$ cat config.mk
export PLATFORM = sky130hd
export DESIGN_NAME = pwm_audio_gain_interpolator
export DESIGN_NICKNAME = d
export VERILOG_FILES = /design/src/hw/rtl/pgi_pkg.sv /design/src/hw/rtl/pgi_div.sv /design/src/hw/rtl/pgi_dp.sv /design/src/hw/rtl/pgi_ctrl.sv /design/src/hw/rtl/pwm_audio_gain_interpolator.sv
export SDC_FILE = /design/constraint.sdc
export NUM_CORES = 1
export LEC_CHECK = 0
export BUFFER_PORTS_ARGS = -buffer_cell sky130_fd_sc_hd__clkbuf_2
export CAP_MARGIN = 20
export CORE_MARGIN = 2
export CORE_UTILIZATION = 42
export CTS_CLUSTER_SIZE = 16
export DETAILED_ROUTE_END_ITERATION = 8
export PLACE_DENSITY = 0.7
export SLEW_MARGIN = 25
export SYNTH_ARGS = -nofsm -noshare
export SYNTH_HDL_FRONTEND = slang
export SYNTH_SLANG_ARGS = --single-unit
$ cat constraint.sdc
create_clock -name clk -period 7.5 [get_ports clk]
set_input_delay 1.125 -clock clk [delete_from_list [all_inputs] [get_ports clk]]
set_output_delay 1.125 -clock clk [all_outputs]
set_load 0.05 [all_outputs]
$ cat src/hw/rtl/pgi_pkg.sv
`default_nettype none

package pgi_pkg;

	localparam int SMP_W       = 16;
	localparam int LVL_W       = 16;
	localparam int PROD_W      = 32;
	localparam int ACC_W       = 24;
	localparam int COMB_W      = 17;
	localparam int GAIN_SHIFT  = 8;
	localparam int DIV_STEPS   = 16;
	localparam int DIV_CNT_W   = 4;
	localparam int CFG_IDX_W   = 2;

	localparam logic [LVL_W-1:0] LEVEL_OFFSET   = 16'd32767;
	localparam logic [SMP_W-1:0] GAIN_RESET     = 16'd256;
	localparam logic [LVL_W-1:0] DIVIDER_RESET  = 16'd2;

	localparam logic [CFG_IDX_W-1:0] CFG_VOLUME_GAIN   = 2'd0;
	localparam logic [CFG_IDX_W-1:0] CFG_LEVEL_DIVIDER = 2'd1;

	typedef struct packed {
		logic capture;
		logic div_start;
		logic comb;
		logic acc;
		logic mul;
	} pgi_cmd_t;

	typedef struct packed {
		logic div_done;
	} pgi_status_t;

endpackage

`default_nettype wire

$ cat src/hw/rtl/pgi_div.sv
`default_nettype none

module pgi_div
	import pgi_pkg::*;
(
	input  wire logic             clk,
	input  wire logic             arst_n,
	input  wire logic             start,
	input  wire logic [LVL_W-1:0] dividend,
	input  wire logic [LVL_W-1:0] divisor,
	output logic      [LVL_W-1:0] quotient,
	output logic                  done
);

	logic [LVL_W-1:0]     quo_q;
	logic [LVL_W-1:0]     rem_q;
	logic [LVL_W-1:0]     dsr_q;
	logic [DIV_CNT_W-1:0] cnt_q;
	logic                 busy_q;
	logic                 done_q;
	logic [LVL_W:0]       trial;
	logic                 ge;
	logic [LVL_W:0]       diff;

	assign trial = {rem_q, quo_q[LVL_W-1]};
	assign ge    = (trial >= {1'b0, dsr_q});
	assign diff  = trial - {1'b0, dsr_q};

	always_ff @(posedge clk or negedge arst_n) begin
		if (!arst_n) begin
			busy_q <= 1'b0;
			done_q <= 1'b0;
			cnt_q  <= '0;
		end else begin
			done_q <= 1'b0;
			if (start) begin
				busy_q <= 1'b1;
				cnt_q  <= DIV_CNT_W'(DIV_STEPS - 1);
			end else if (busy_q) begin
				cnt_q <= cnt_q - 1'b1;
				if (cnt_q == '0) begin
					busy_q <= 1'b0;
					done_q <= 1'b1;
				end
			end
		end
	end

	always_ff @(posedge clk) begin
		if (start) begin
			quo_q <= dividend;
			rem_q <= '0;
			dsr_q <= divisor;
		end else if (busy_q) begin
			quo_q <= {quo_q[LVL_W-2:0], ge};
			rem_q <= ge ? diff[LVL_W-1:0] : trial[LVL_W-1:0];
		end
	end

	assign quotient = quo_q;
	assign done     = done_q;

endmodule

`default_nettype wire

$ cat src/hw/rtl/pgi_dp.sv
`default_nettype none

module pgi_dp
	import pgi_pkg::*;
#(
	parameter int RATE = 8
) (
	input  wire logic                    clk,
	input  wire logic                    arst_n,
	input  wire pgi_cmd_t                cmd,
	output pgi_status_t                  status,
	input  wire logic signed [SMP_W-1:0] audio_sample,
	input  wire logic                    cfg_we,
	input  wire logic [CFG_IDX_W-1:0]    cfg_index,
	input  wire logic [LVL_W-1:0]        cfg_data,
	output logic [LVL_W-1:0]             pwm_level
);

	localparam int SH       = ACC_W + $clog2(RATE);
	localparam int RECIP_W  = ACC_W + 1;
	localparam int MULP_W   = ACC_W + RECIP_W;
	localparam longint unsigned RECIP_VAL =
		((64'd1 << SH) + 64'(RATE) - 64'd1) / 64'(RATE);
	localparam logic [RECIP_W-1:0] RECIP = RECIP_W'(RECIP_VAL);

	logic signed [SMP_W-1:0]  gain_q;
	logic [LVL_W-1:0]         divider_q;
	logic signed [PROD_W-1:0] prod_q;
	logic [LVL_W-1:0]         prev_q;
	logic signed [COMB_W-1:0] comb_q;
	logic [ACC_W-1:0]         acc_q;
	logic [MULP_W-1:0]        rprod_q;
	logic                     neg_q;
	logic [LVL_W-1:0]         dividend;
	logic [LVL_W-1:0]         quotient;
	logic                     div_done;
	logic [ACC_W-1:0]         mag;
	logic [ACC_W-1:0]         qv;
	logic [ACC_W-1:0]         res;

	pgi_div u_div (
		.clk      (clk),
		.arst_n   (arst_n),
		.start    (cmd.div_start),
		.dividend (dividend),
		.divisor  (divider_q),
		.quotient (quotient),
		.done     (div_done)
	);

	assign status.div_done = div_done;

	assign dividend = prod_q[GAIN_SHIFT +: LVL_W] + LEVEL_OFFSET;
	assign mag      = acc_q[ACC_W-1] ? (~acc_q + 1'b1) : acc_q;

	always_ff @(posedge clk or negedge arst_n) begin
		if (!arst_n) begin
			gain_q    <= GAIN_RESET;
			divider_q <= DIVIDER_RESET;
			prev_q    <= '0;
			acc_q     <= '0;
		end else begin
			if (cfg_we) begin
				case (cfg_index)
					CFG_VOLUME_GAIN:   gain_q    <= cfg_data;
					CFG_LEVEL_DIVIDER: divider_q <= cfg_data;
					default: ;
				endcase
			end
			if (cmd.comb) begin
				prev_q <= quotient;
			end
			if (cmd.acc) begin
				acc_q <= acc_q + {{(ACC_W-COMB_W){comb_q[COMB_W-1]}}, comb_q};
			end
		end
	end

	always_ff @(posedge clk) begin
		if (cmd.capture) begin
			prod_q <= PROD_W'(audio_sample) * PROD_W'(gain_q);
		end
		if (cmd.comb) begin
			comb_q <= $signed({quotient[LVL_W-1], quotient})
				- $signed({prev_q[LVL_W-1], prev_q});
		end
		if (cmd.mul) begin
			rprod_q <= MULP_W'(mag) * MULP_W'(RECIP);
			neg_q   <= acc_q[ACC_W-1];
		end
	end

	assign qv        = ACC_W'(rprod_q >> SH);
	assign res       = neg_q ? (~qv + 1'b1) : qv;
	assign pwm_level = res[LVL_W-1:0];

endmodule

`default_nettype wire

$ cat src/hw/rtl/pgi_ctrl.sv
`default_nettype none

module pgi_ctrl
	import pgi_pkg::*;
#(
	parameter int RATE = 8
) (
	input  wire logic         clk,
	input  wire logic         arst_n,
	input  wire logic         in_valid,
	output logic              in_ready,
	output logic              out_valid,
	input  wire logic         out_ready,
	output logic              last_of_run,
	output pgi_cmd_t          cmd,
	input  wire pgi_status_t  status
);

	localparam int CNT_W = (RATE > 1) ? $clog2(RATE) : 1;

	typedef enum logic [2:0] {
		ST_IDLE,
		ST_START,
		ST_WAIT,
		ST_COMB,
		ST_ACC,
		ST_MUL,
		ST_OUT
	} state_t;

	state_t           state_q;
	logic [CNT_W-1:0] cnt_q;
	logic             in_ready_q;
	logic             out_valid_q;
	logic             last_q;

	always_comb begin
		cmd           = '0;
		cmd.capture   = in_valid && in_ready_q;
		cmd.div_start = (state_q == ST_START);
		cmd.comb      = (state_q == ST_COMB);
		cmd.acc       = (state_q == ST_ACC);
		cmd.mul       = (state_q == ST_MUL);
	end

	always_ff @(posedge clk or negedge arst_n) begin
		if (!arst_n) begin
			state_q     <= ST_IDLE;
			cnt_q       <= '0;
			in_ready_q  <= 1'b1;
			out_valid_q <= 1'b0;
			last_q      <= 1'b0;
		end else begin
			case (state_q)
				ST_IDLE: begin
					if (in_valid && in_ready_q) begin
						in_ready_q <= 1'b0;
						state_q    <= ST_START;
					end
				end
				ST_START: begin
					state_q <= ST_WAIT;
				end
				ST_WAIT: begin
					if (status.div_done) begin
						state_q <= ST_COMB;
					end
				end
				ST_COMB: begin
					cnt_q   <= '0;
					state_q <= ST_ACC;
				end
				ST_ACC: begin
					state_q <= ST_MUL;
				end
				ST_MUL: begin
					out_valid_q <= 1'b1;
					last_q      <= (cnt_q == CNT_W'(RATE - 1));
					state_q     <= ST_OUT;
				end
				ST_OUT: begin
					if (out_ready) begin
						out_valid_q <= 1'b0;
						if (last_q) begin
							in_ready_q <= 1'b1;
							state_q    <= ST_IDLE;
						end else begin
							cnt_q   <= cnt_q + 1'b1;
							state_q <= ST_ACC;
						end
					end
				end
				default: begin
					state_q <= ST_IDLE;
				end
			endcase
		end
	end

	assign in_ready    = in_ready_q;
	assign out_valid   = out_valid_q;
	assign last_of_run = last_q;

endmodule

`default_nettype wire

$ cat src/hw/rtl/pwm_audio_gain_interpolator.sv
// Audio gain and PWM level interpolator. Each signed sample accepted on the
// input channel is scaled by volume_gain (256 is unity), offset to an unsigned
// level, divided by level_divider in a serial divider, and then ramped
// linearly from the previous level by a first-order comb/integrator that
// emits RATE PWM levels, the last one flagged by last_of_run. Each emitted
// level is integrated, scaled by the reciprocal of RATE and then presented;
// one item is worked on at a time and the next is taken once the final level
// of the run has been accepted.
// Configuration writes are expected only while the block is idle.
`default_nettype none

module pwm_audio_gain_interpolator
	import pgi_pkg::*;
#(
	parameter int RATE = 8
) (
	input  wire logic                    clk,
	input  wire logic                    arst_n,
	input  wire logic                    in_valid,
	output logic                         in_ready,
	input  wire logic signed [SMP_W-1:0] audio_sample,
	output logic                         out_valid,
	input  wire logic                    out_ready,
	output logic [LVL_W-1:0]             pwm_level,
	output logic                         last_of_run,
	input  wire logic                    cfg_valid,
	output logic                         cfg_ready,
	input  wire logic [CFG_IDX_W-1:0]    cfg_index,
	input  wire logic [LVL_W-1:0]        cfg_data
);

	pgi_cmd_t    cmd;
	pgi_status_t status;

	assign cfg_ready = 1'b1;

	pgi_ctrl #(
		.RATE (RATE)
	) u_ctrl (
		.clk         (clk),
		.arst_n      (arst_n),
		.in_valid    (in_valid),
		.in_ready    (in_ready),
		.out_valid   (out_valid),
		.out_ready   (out_ready),
		.last_of_run (last_of_run),
		.cmd         (cmd),
		.status      (status)
	);

	pgi_dp #(
		.RATE (RATE)
	) u_dp (
		.clk          (clk),
		.arst_n       (arst_n),
		.cmd          (cmd),
		.status       (status),
		.audio_sample (audio_sample),
		.cfg_we       (cfg_valid && cfg_ready),
		.cfg_index    (cfg_index),
		.cfg_data     (cfg_data),
		.pwm_level    (pwm_level)
	);

endmodule

`default_nettype wire

== After elaboration in Yosys (flattened, before gate mapping) ==
Cells that the tools add are included.

* Logic and storage cells: 85
* Output and inout port bits: 20
* Bits in registers: 196
* Input bits: 39

* Reductions and logical operators: 14
* Bitwise logic cells: 2
* Multipliers: 1
* $lt $le $gt $ge: 1
* Equal/unequal tests: 13
* Add/subtract/negate cells: 8
* Mux-type cells: 27

{| class="wikitable"
|+ Operator list
! cell !! count
|-
| two-way mux 16 bit || 4
|-
| adder 24 bit || 1
|-
| multiplier 16 x 16 -> 24 bit || 1
|-
| one-hot mux 3 bit (7 select lines) || 1
|-
| adder 19 x 1 -> 19 bit (second input constant) || 1
|-
| two-way mux 19 bit || 1
|-
| inverter 19 bit || 1
|-
| two-way mux 3 bit || 6
|-
| >= comparator 17 x 16 -> 1 bit || 1
|-
| subtractor 16 x 16 -> 17 bit || 1
|-
| adder 16 x 1 -> 16 bit (second input constant) || 1
|-
| adder 16 x 15 -> 16 bit (second input constant) || 1
|-
| inverter 16 bit || 1
|-
| subtractor 16 bit || 1
|-
| == test 3 bit (second input constant) || 4
|-
| two-way mux 1 bit || 10
|-
| two-way mux 4 bit || 2
|-
| nonzero test 2 bit || 4
|-
| == test 3 x 2 -> 1 bit (second input constant) || 2
|-
| != test 2 bit (second input constant) || 3
|-
| one-hot mux 3 bit (2 select lines) || 1
|-
| AND reduction 2 bit || 3
|-
| AND reduction 3 bit || 2
|-
| logical NOT 4 bit || 1
|-
| other kinds (10) || 12
|}

== Longest topological paths before layout ==
Gate-level depths: netlist of the first run.

* Depth after elaboration: 4
* Gate-level depth with buffers: 24
* Gate-level depth less buffers: 22

== Modules after synthesis ==
From an unflattened synthesis of the first run, not the netlist that was laid out.

* Cells, all modules: 1815
* Area total of the unflattened synthesis: 17760.8 um^2

{| class="wikitable"
|+ By module, submodules not included
! module !! area an instance (um^2) !! sequential area each (um^2) !! times used !! cells an instance
|-
| pgi_dp || 14218.6 || 3305.7 || 1 || 1473
|-
| pgi_div || 3005.4 || 1431.4 || 1 || 285
|-
| pgi_ctrl || 525.5 || 226.5 || 1 || 55
|-
| pwm_audio_gain_interpolator || 11.3 || 0.0 || 1 || 2
|}

== Worst setup path before layout of the first run ==
Ideal clock, no wire load.

* Path kind: input to register
* Start point: input port audio_sample[8]
* End point: register u_dp.prod_q[23], data pin
* Required time: 7234 ps
* Arrival time: 6473 ps
* Stages: 20
* Setup slack: 761 ps
* Path buffers: 1
* Library setup time: 266 ps
* Cell sequence: clkbuf_1 -> nand2_1 -> fa_1 -> fa_1 -> fa_1 -> fa_1 -> inv_1 -> fa_1 -> inv_1 -> fa_1 -> inv_1 -> ha_1 -> or4_1 -> a31oi_1 -> o31ai_1 -> o211a_1 -> o21a_1 -> o21a_1 -> o41ai_1 -> xnor2_1

* Cells in the longest elaborated chain, start to end: 1

{| class="wikitable"
|+ RTL lines
! item !! line !! source
|-
| from (decl) || pwm_audio_gain_interpolator.sv:21 || <nowiki>input wire logic signed [SMP_W-1:0] audio_sample,</nowiki>
|-
| multiplier 16 x 16 -> 24 bit || pgi_dp.sv:81 || <nowiki>prod_q <= PROD_W'(audio_sample) * PROD_W'(gain_q);</nowiki>
|-
| to (signal assigned) || pgi_dp.sv:81 ||
|-
| to (decl) || pgi_dp.sv:28 || <nowiki>logic signed [PROD_W-1:0] prod_q;</nowiki>
|}

No other way between the ends.
A chain may end at the register's enable or synchronous reset.

== Worst setup path after layout of the first run ==
* Start point: input port audio_sample[6]
* End point: register u_dp.prod_q[23], data pin

Same word-level chain as after synthesis.

==> results of run 1 <==
## layout make-up
cell class | instances | area share
flip-flops and latches | 185 | 0.264
clock inverters | 15 | 0.0109
repair buffers | 69 | 0.0201
well taps | 532 | 0.0355
multi-input cells | 1260 | 0.586
clock buffers | 17 | 0.0227
inverters | 300 | 0.0600
## layer usage
layer	routed length [um]	track usage	up-vias
met5	0	0	-
met4	738	0.0426	0
met3	1680	0.0233	60
met2	17300	0.299	271
met1	15400	0.220	5786
li1	-	-	5869
## kinds of logic (layout without fill, tap and decap cells)
logic type	after synthesis	count (layout)	synth area share
and+or+nand+nor	524	524	0.147
muxes	37	37	0.0238
DFF	185	185	0.287
adders and majority gates	319	319	0.313
other	1	1	0.000217
xor gates and xnor gates	120	120	0.0607
buffers and inverters	357	401	0.0778
AOI/OAI and AO/OA	259	259	0.0914
## synth_stat cells, types with 4 or more instances
cell	n
nor2b_1	9
or2_2	5
mux2i_1	4
mux2_2	33
nand3_1	15
and2_1	116
nand2_1	232
o21ai_0	106
nor3_1	23
dfxtp_1	16
nand3b_1	6
inv_1	297
nand2b_1	20
clkbuf_1	55
xor2_1	36
o21bai_1	4
nor2_1	65
o21a_1	14
nor3b_1	4
fa_1	189
a21o_1	15
a211oi_1	7
dfrtp_1	84
ha_1	130
xnor2_1	84
and3_1	7
a21oi_1	53
or4_1	5
nand4_1	4
o31ai_1	14
o211ai_1	7
edfxtp_1	82
a31oi_1	8
## worst max path at each step
stage                    startpoint               to  cells past startpoint
detailed placement  audio_sample[6]  u_dp.prod_q[23]                     21
floorplan           audio_sample[8]  u_dp.prod_q[23]                     20
global placement    audio_sample[6]  u_dp.prod_q[23]                     21
CTS                 audio_sample[6]  u_dp.prod_q[23]                     21
finish              audio_sample[6]  u_dp.prod_q[23]                     21
global route        audio_sample[4]  u_dp.prod_q[23]                     21
## stage by stage
step           instances  hold WS, ns
6_report            2378        0.451
3_3_place_gp        2346        0.426
2_1_floorplan       1802        0.419
5_1_grt             2378        0.463
4_1_cts             2378        0.454
3_5_place_dp        2346        0.432
## cell usage in the layout, fill, tap and decap left out, types with 8 or more instances in the layout
cell       synthesis  layout
clkbuf_16          0      17
nor3_1            23      23
nand2_1          232     232
nor2b_1            9       9
a21oi_1           53      52
a21o_1            15      15
clkbuf_2           0      56
ha_1             130     130
o21ai_0          106     106
mux2_2            33      33
xnor2_1           84      84
nor2_1            65      65
xor2_1            36      36
fa_1             189     189
edfxtp_1          82      82
nand3_1           15      15
inv_1            297     297
o21a_1            14      14
a31oi_1            8       8
nand2b_1          20      20
buf_4              2      13
o31ai_1           14      14
and2_1           116     116
dfxtp_1           16      16
dfrtp_1           84      84
## worst max-delay path, stage by stage
cell and delay, ns:
clkbuf_2 0.22, and2_1 0.24, fa_1 0.50, inv_1 0.06
fa_1 0.56, fa_1 0.44, fa_1 0.50, inv_1 0.06
fa_1 0.53, inv_1 0.05, fa_1 0.52, inv_1 0.04
ha_1 0.21, or4_1 0.41, a31oi_1 0.21, o31ai_1 0.18
o211a_1 0.26, o21a_1 0.20, o21a_1 0.22, o41ai_1 0.33
xnor2_1 0.11
==> impl_metrics.ini, run 1 <==
[cells_and_area]
area.growth.synth_to_final_pct = 8.44
final_net_count = 2191
fin_area_um2 = 18800
largest_register_ff_count = 24
final_core_utilization = 0.461
multi_input_area_um2 = 11000
n_antenna_cell = 0
max_flop_register = u_dp.acc_q
final-seq-area_um2 = 4960
reg.largest.list = u_dp.acc_q: 24 flops, u_dp.comb_q: 17 flops
drive_gt1_frac = 0.0829
nFillCells = 3798

[route]
drt-pass1-iter-count = 5
vias_per_cell = 5.04
remaining_drc_errors = 0
drt-wirelength-per-cell_um = 14.8
dr_total_vias = 12000
detailedRoute.firstIterationViolations = 610
final_antenna_net_count = 0
wl_mm = 35.2

[grt]
number_of_antenna_violations_at_the_first_check_in_global_routing = 0
grt_pass1_wl_mm = 60.4
pin_count_of_the_biggest_net_entering_global_routing = 56
first_global_vias = 12400
track_usage = 0.170
remaining_global_route_overflow = 0

[sta]
post-route-period-util = 0.907
timing_max_transition_violations_final = 0
timing.final.setup_violations = 0
final_worst_setup_slack_ns = 0.694
worst_slew_pin_tran_ns = 0.868
layout_min_cycle_time_ns = 6.81
clock.fmax_mhz = 147
grt_setup_unrepaired = false
totalNegativeSetupSlack_ns = 0
hold_viol = 0
fin_worst_skew_ns = 0.0205
maxSlewHeadroom = 0.421

[worst_setup_path]
crit_path_start_kind = primary input
worst_reg_to_reg_path_cell_count = 20
r2r_start = u_dp.gain_q[6]
r2r_setup_slack_ns = 0.84
crit_path_required_time_ns = 7.67
critical_path_peak_fanout = 16
setup.worst_path.end_class = register
r2r_end = u_dp.prod_q[23]
timing.setup.critical_path_class = primary input to register
worst_ep_arrival_time_ns = 6.97

[clock_network]
cts_tree = yes
cts-buffers-inserted = 17
clkSinkCount = 185
clkLatencyLatePin_ns = 0.44
h_tree_level_count = 4
cts_setup_buffers = 0
clock_path_buffers = 2
clock_pin_slew_worst_setup_and_hold_paths_ns = 0.09
postCtsResizedCells = 0
cts_hold_buf = 0
ctsRootBufferMaster = clkbuf_16

[run]
timing.max_cap.violations = 0

[worst_hold_path]
hold_start = u_dp.divider_q[4]
class_of_the_tightest_hold_or_removal_check = register to register
worstHoldEndpoint = u_dp.u_div.dsr_q[4]
hold_path_depth = 0

[outcome]
status = finished clean

[placement]
detailedPlacementHpwl_mm = 28.0
detailed_place.area_um2 = 18100
io_buffer_count = 57
placement.setup.worst_slack_ns = 0.249
gpl.final_weighted_congestion = 0.900

[die]
dieHeight_um = 207
initial_cell_density_of_the_core = 0.425
design.core.area_um2 = 40700
ioPinCount = 59
chipWidth_um = 207
rows = 74
dieArea_um2 = 42900

[synth]
yosysWarningCount = 0
synth-async-reset-ratio = 0.470
flops_latches_synth = 185
synth_enable_flop_cells = 82
yosys-top-cells-area = fa_1, edfxtp_1, dfrtp_1
synth.top_cell.area_share = 0.219
synth_cell_types = 60
syn-instance-count = 1802
synth_top_cell_by_area = fa_1
post_synthesis_cell_area_um2 = 17300
yosys_most_used_dff = dfrtp_1
synth-seq-area-share = 0.287
postSynthNetCount = 2160
synth_area_per_cell_um2 = 9.61
Power of run 1 is not shown: default switching activity piles up to over one toggle a cycle in this logic, so the estimate is an artifact.
==> run 2: changes to the inputs <==
--- a/config.mk
+++ b/config.mk
@@ -8,10 +8,10 @@
 export BUFFER_PORTS_ARGS = -buffer_cell sky130_fd_sc_hd__clkbuf_2
 export CAP_MARGIN = 20
 export CORE_MARGIN = 2
-export CORE_UTILIZATION = 42
+export CORE_UTILIZATION = 61
 export CTS_CLUSTER_SIZE = 16
 export DETAILED_ROUTE_END_ITERATION = 8
-export PLACE_DENSITY = 0.7
+export PLACE_DENSITY = 0.91
 export SLEW_MARGIN = 25
 export SYNTH_ARGS = -nofsm -noshare
 export SYNTH_HDL_FRONTEND = slang
==> run 2 against run 1 <==
Critical path depth stayed put. Cell count decreased by 6.7%. Die area shrank 31%. Flip-flop and latch count stayed put. Register-to-register slack worse by 0.15 ns. Clock-buffer cell count grew 1. First-iteration DRC count rose by 51%. Cell area decreased by 1.6%. Critical endpoint unchanged.
==> impl_metrics.ini, run 2 (synthesized netlist as in run 1, its figures left out) <==
[run]
timing.max_cap.violations = 0

[clock_network]
h_tree_level_count = 4
cts-buffers-inserted = 17
postCtsResizedCells = 0
clock_path_buffers = 2
cts_hold_buf = 0
clkLatencyLatePin_ns = 0.44
ctsRootBufferMaster = clkbuf_16
clock_pin_slew_worst_setup_and_hold_paths_ns = 0.07
cts_tree = yes
cts_setup_buffers = 0
clkSinkCount = 185

[worst_setup_path]
crit_path_top_delay_cell = fa_1
crit_path_required_time_ns = 7.67
crit_path_start_kind = primary input
path_cells = clkbuf_2 > and2_1 > fa_1 > inv_1 > fa_1 > fa_1 > inv_1 > ha_1 > fa_1 > inv_1 > fa_1 > inv_1 > ha_1 > or4_1 > a31oi_1 > o31ai_1 > o211a_1 > o21a_1 > o21a_1 > o41ai_1 > xnor2_1
cell_family_with_the_largest_share_of_critical_path_delay = adder cells
timing.critical_path.mode_cell = fa_1
buf_inv_stages_crit_path = 5
critical_path_peak_fanout = 16
worst_ep_arrival_time_ns = 7.11
timing.setup.critical_path_class = primary input to register
critPathMaxStageDelay_ns = 0.53
setup.worst_path.end_class = register

[placement]
io_buffer_count = 57
detailed_place.area_um2 = 17900
placement.setup.worst_slack_ns = 0.213
gpl.final_weighted_congestion = 0.914
detailedPlacementHpwl_mm = 28.7

[route]
drt-pass1-iter-count = 6
final_antenna_net_count = 0
vias_per_cell = 5.70
remaining_drc_errors = 0
dr_total_vias = 12600
detailedRoute.firstIterationViolations = 924
wl_mm = 38.7
drt-wirelength-per-cell_um = 17.4

[cells_and_area]
fin_area_um2 = 18500
max_flop_register = u_dp.acc_q
reg.largest.list = u_dp.acc_q: 24 flops, u_dp.comb_q: 17 flops
final_common_cell = inv_1
most-common-layout-cells = inv_1, nand2_1, fa_1, ha_1, and2_1
final_net_count = 2185
nFillCells = 1975
area.growth.synth_to_final_pct = 6.73
drive_gt1_frac = 0.0793
n_antenna_cell = 0
largest_register_ff_count = 24

[outcome]
status = finished clean

[die]
design.core.area_um2 = 27900
rows = 61
initial_cell_density_of_the_core = 0.621
chipWidth_um = 172
dieArea_um2 = 29700
dieHeight_um = 172
ioPinCount = 59

[grt]
number_of_antenna_violations_at_the_first_check_in_global_routing = 0
track_usage = 0.278
remaining_global_route_overflow = 0
pin_count_of_the_biggest_net_entering_global_routing = 58
first_global_vias = 13200
grt_pass1_wl_mm = 64.5

[worst_hold_path]
class_of_the_tightest_hold_or_removal_check = register to register

[sta]
timing.final.setup_violations = 0
layout_min_cycle_time_ns = 6.94
final_worst_setup_slack_ns = 0.564
timing_max_transition_violations_final = 0
post-route-period-util = 0.925
hold_viol = 0
totalNegativeSetupSlack_ns = 0
worst_slew_pin_tran_ns = 0.918
fin_worst_skew_ns = 0.0165
worst_hold_slack_ns = 0.457
clock.fmax_mhz = 144
grt_setup_unrepaired = false
maxSlewHeadroom = 0.388
[run 2: metal layers]
layer,vias up,part of all wire,GRT usage
met5,-,0,0
met4,0,0.034,0.0957
met3,111,0.057,0.0373
met2,485,0.52,0.516
met1,6192,0.39,0.331
li1,5848,-,-
[run 2: cell type report]
class | instances | area [um2] | share of cell area
inverter | 300 | 1130 | 0.0610
clock buffer | 18 | 429 | 0.0232
sequential | 185 | 4960 | 0.269
tap | 378 | 473 | 0.0256
clock inverter | 14 | 129 | 0.00698
multi-input combinational | 1260 | 11000 | 0.597
timing repair buffer | 63 | 333 | 0.0180
[run 2: final timing paths]
| path | from | to | slack (ns) | cells after the start |
|---|---|---|---|---|
| worst min register to register | u_dp.divider_q[2] | u_dp.u_div.dsr_q[2] | 0.46 | 0 |
| min in group asynchronous | arst_n | u_dp.acc_q[1] | 0.62 | 1 |
| worst min-delay path | u_dp.divider_q[2] | u_dp.u_div.dsr_q[2] | 0.46 | 0 |
| worst max-delay path | audio_sample[4] | u_dp.prod_q[23] | 0.56 | 21 |
| worst max register to register | u_dp.gain_q[7] | u_dp.prod_q[23] | 0.69 | 20 |
| max in group asynchronous | arst_n | u_dp.divider_q[10] | 5.80 | 2 |
[run 2: worst register-to-register path, cell delays in order, from the launching register on]
cell     delay [ns]
dfrtp_1        0.88
nand2_1        0.20
fa_1           0.57
inv_1          0.06
fa_1           0.51
inv_1          0.06
fa_1           0.53
inv_1          0.06
fa_1           0.50
fa_1           0.56
inv_1          0.06
fa_1           0.53
inv_1          0.04
ha_1           0.34
a21oi_1        0.21
o31ai_1        0.22
o211a_1        0.28
o21a_1         0.21
o21a_1         0.23
o41ai_1        0.38
xnor2_1        0.11
[run 2: stage by stage]
step,utilization,std cells
floorplan,-,1802
global placement,0.643,2186
detailed placement,0.643,2186
CTS,0.663,2218
global route,0.663,2218
finish,0.663,2218
Power of run 2 is left out for the same reason.
==> run 3: changes to the inputs <==
--- a/config.mk
+++ b/config.mk
@@ -11,6 +11,7 @@
 export CORE_UTILIZATION = 61
 export CTS_CLUSTER_SIZE = 16
 export DETAILED_ROUTE_END_ITERATION = 8
+export MAX_ROUTING_LAYER = met4
 export PLACE_DENSITY = 0.91
 export SLEW_MARGIN = 25
 export SYNTH_ARGS = -nofsm -noshare
==> run 3 against run 2 <==
Cell area up 0.22%. First-iteration DRC count up 19%. Worst hold slack worse by 0.0040 ns. Utilization up 0.14 points. Register-to-register slack worse by 0.07 ns. Global-route usage up 0.84 points. Clock skew up 0.00058 ns. Clock-buffer cell count unchanged. Die area unchanged. Flip-flop and latch count unchanged. Largest cell class unchanged. Highest routed layer unchanged.
==> impl_metrics.ini, run 3 (synthesized netlist as in run 1, its figures left out) <==
[route]
drt-pass1-iter-count = 5
remaining_drc_errors = 0
drt-wirelength-per-cell_um = 17.5
wl_mm = 38.8
final_antenna_net_count = 0
detailedRoute.firstIterationViolations = 1099
dr_total_vias = 12800
vias_per_cell = 5.75

[grt]
grt_pass1_wl_mm = 64.5
first_global_vias = 13300
number_of_antenna_violations_at_the_first_check_in_global_routing = 0
remaining_global_route_overflow = 0
pin_count_of_the_biggest_net_entering_global_routing = 58
track_usage = 0.287

[cells_and_area]
nFillCells = 1974
largest_register_ff_count = 24
drive_gt1_frac = 0.0819
fin_area_um2 = 18500
final_common_cell = inv_1
final_net_count = 2189
area.growth.synth_to_final_pct = 6.96
n_antenna_cell = 0
final-instance-count-excl-fill = 2222
reg.largest.list = u_dp.acc_q: 24 flops, u_dp.comb_q: 17 flops
max_flop_register = u_dp.acc_q
most-common-layout-cells = inv_1, nand2_1, fa_1, ha_1, and2_1

[die]
rows = 61
chipWidth_um = 172
design.core.area_um2 = 27900
ioPinCount = 59
dieHeight_um = 172
dieArea_um2 = 29700
initial_cell_density_of_the_core = 0.621

[clock_network]
clock_pin_slew_worst_setup_and_hold_paths_ns = 0.07
clkLatencyLatePin_ns = 0.44
ctsRootBufferMaster = clkbuf_16
h_tree_level_count = 4
cts_hold_buf = 0
cts_tree = yes
postCtsResizedCells = 0
cts-buffers-inserted = 17
clkSinkCount = 185
cts_setup_buffers = 0
clock_path_buffers = 2

[worst_setup_path]
r2r_end = u_dp.prod_q[23]
setup.worst_path.end_class = register
crit_path_start_kind = primary input
critical_path_peak_fanout = 16
r2r_start = u_dp.gain_q[3]
crit_path_required_time_ns = 7.68
r2r_setup_slack_ns = 0.62
worst_reg_to_reg_path_cell_count = 19
worst_ep_arrival_time_ns = 7.15
timing.setup.critical_path_class = primary input to register

[worst_hold_path]
hold_path_depth = 0
class_of_the_tightest_hold_or_removal_check = register to register
worstHoldEndpoint = u_dp.u_div.dsr_q[2]
hold_start = u_dp.divider_q[2]

[placement]
gpl.final_weighted_congestion = 0.950
io_buffer_count = 57
placement.setup.worst_slack_ns = 0.200
detailedPlacementHpwl_mm = 28.9
detailed_place.area_um2 = 17900
numPlacedInstances = 2190

[outcome]
status = finished clean

[sta]
layout_min_cycle_time_ns = 6.97
clock.fmax_mhz = 143
maxSlewHeadroom = 0.412
totalNegativeSetupSlack_ns = 0
final_worst_setup_slack_ns = 0.530
fin_worst_skew_ns = 0.0171
timing.final.setup_violations = 0
post-route-period-util = 0.929
timing_max_transition_violations_final = 0
grt_setup_unrepaired = false
worst_slew_pin_tran_ns = 0.882
hold_viol = 0

[run]
timing.max_cap.violations = 0
[run 3: layout make-up]
class	count	area, um2	area share
Sequential cell	185	4960	0.268
Clock inverter	14	135	0.00730
Multi-Input combinational cell	1260	11000	0.595
Timing Repair Buffer	67	363	0.0196
Tap cell	378	473	0.0255
Clock buffer	18	439	0.0237
Inverter	300	1130	0.0608
[run 3: how the worst max path moves through the flow]
| stage | depth (start not counted) | startpoint | endpoint |
|---|---|---|---|
| floorplan | 20 | audio_sample[8] | u_dp.prod_q[23] |
| global placement | 21 | audio_sample[7] | u_dp.prod_q[23] |
| detailed placement | 21 | audio_sample[7] | u_dp.prod_q[23] |
| CTS | 21 | audio_sample[7] | u_dp.prod_q[23] |
| global route | 21 | audio_sample[7] | u_dp.prod_q[23] |
| finish | 21 | audio_sample[7] | u_dp.prod_q[23] |
[run 3: routing by layer]
layer	global-route usage	vias up	routed length, um
met5	-	-	0
met4	0.109	0	1510
met3	0.0465	132	2530
met2	0.506	536	19800
met1	0.328	6269	15000
li1	-	5846	-
[run 3: worst max-delay path, cell delays in order]
cell and delay [ns]:
clkbuf_2 0.22, and2_1 0.24, fa_1 0.48, inv_1 0.06
fa_1 0.56, fa_1 0.44, fa_1 0.49, inv_1 0.05
fa_1 0.53, inv_1 0.06, fa_1 0.54, inv_1 0.05
ha_1 0.23, or4_1 0.41, a31oi_1 0.28, o31ai_1 0.21
o211a_1 0.27, o21a_1 0.21, o21a_1 0.22, o41ai_1 0.37
xnor2_1 0.10
[run 3: stage by stage]
| step | hold WS, ns | util |
|---|---|---|
| 4_1_cts | 0.452 | 0.665 |
| 5_1_grt | 0.469 | 0.665 |
| 2_1_floorplan | 0.419 | - |
| 3_5_place_dp | 0.437 | 0.644 |
| 3_3_place_gp | 0.432 | 0.644 |
| 6_report | 0.453 | 0.665 |
Power of run 3 is left out for the same reason.
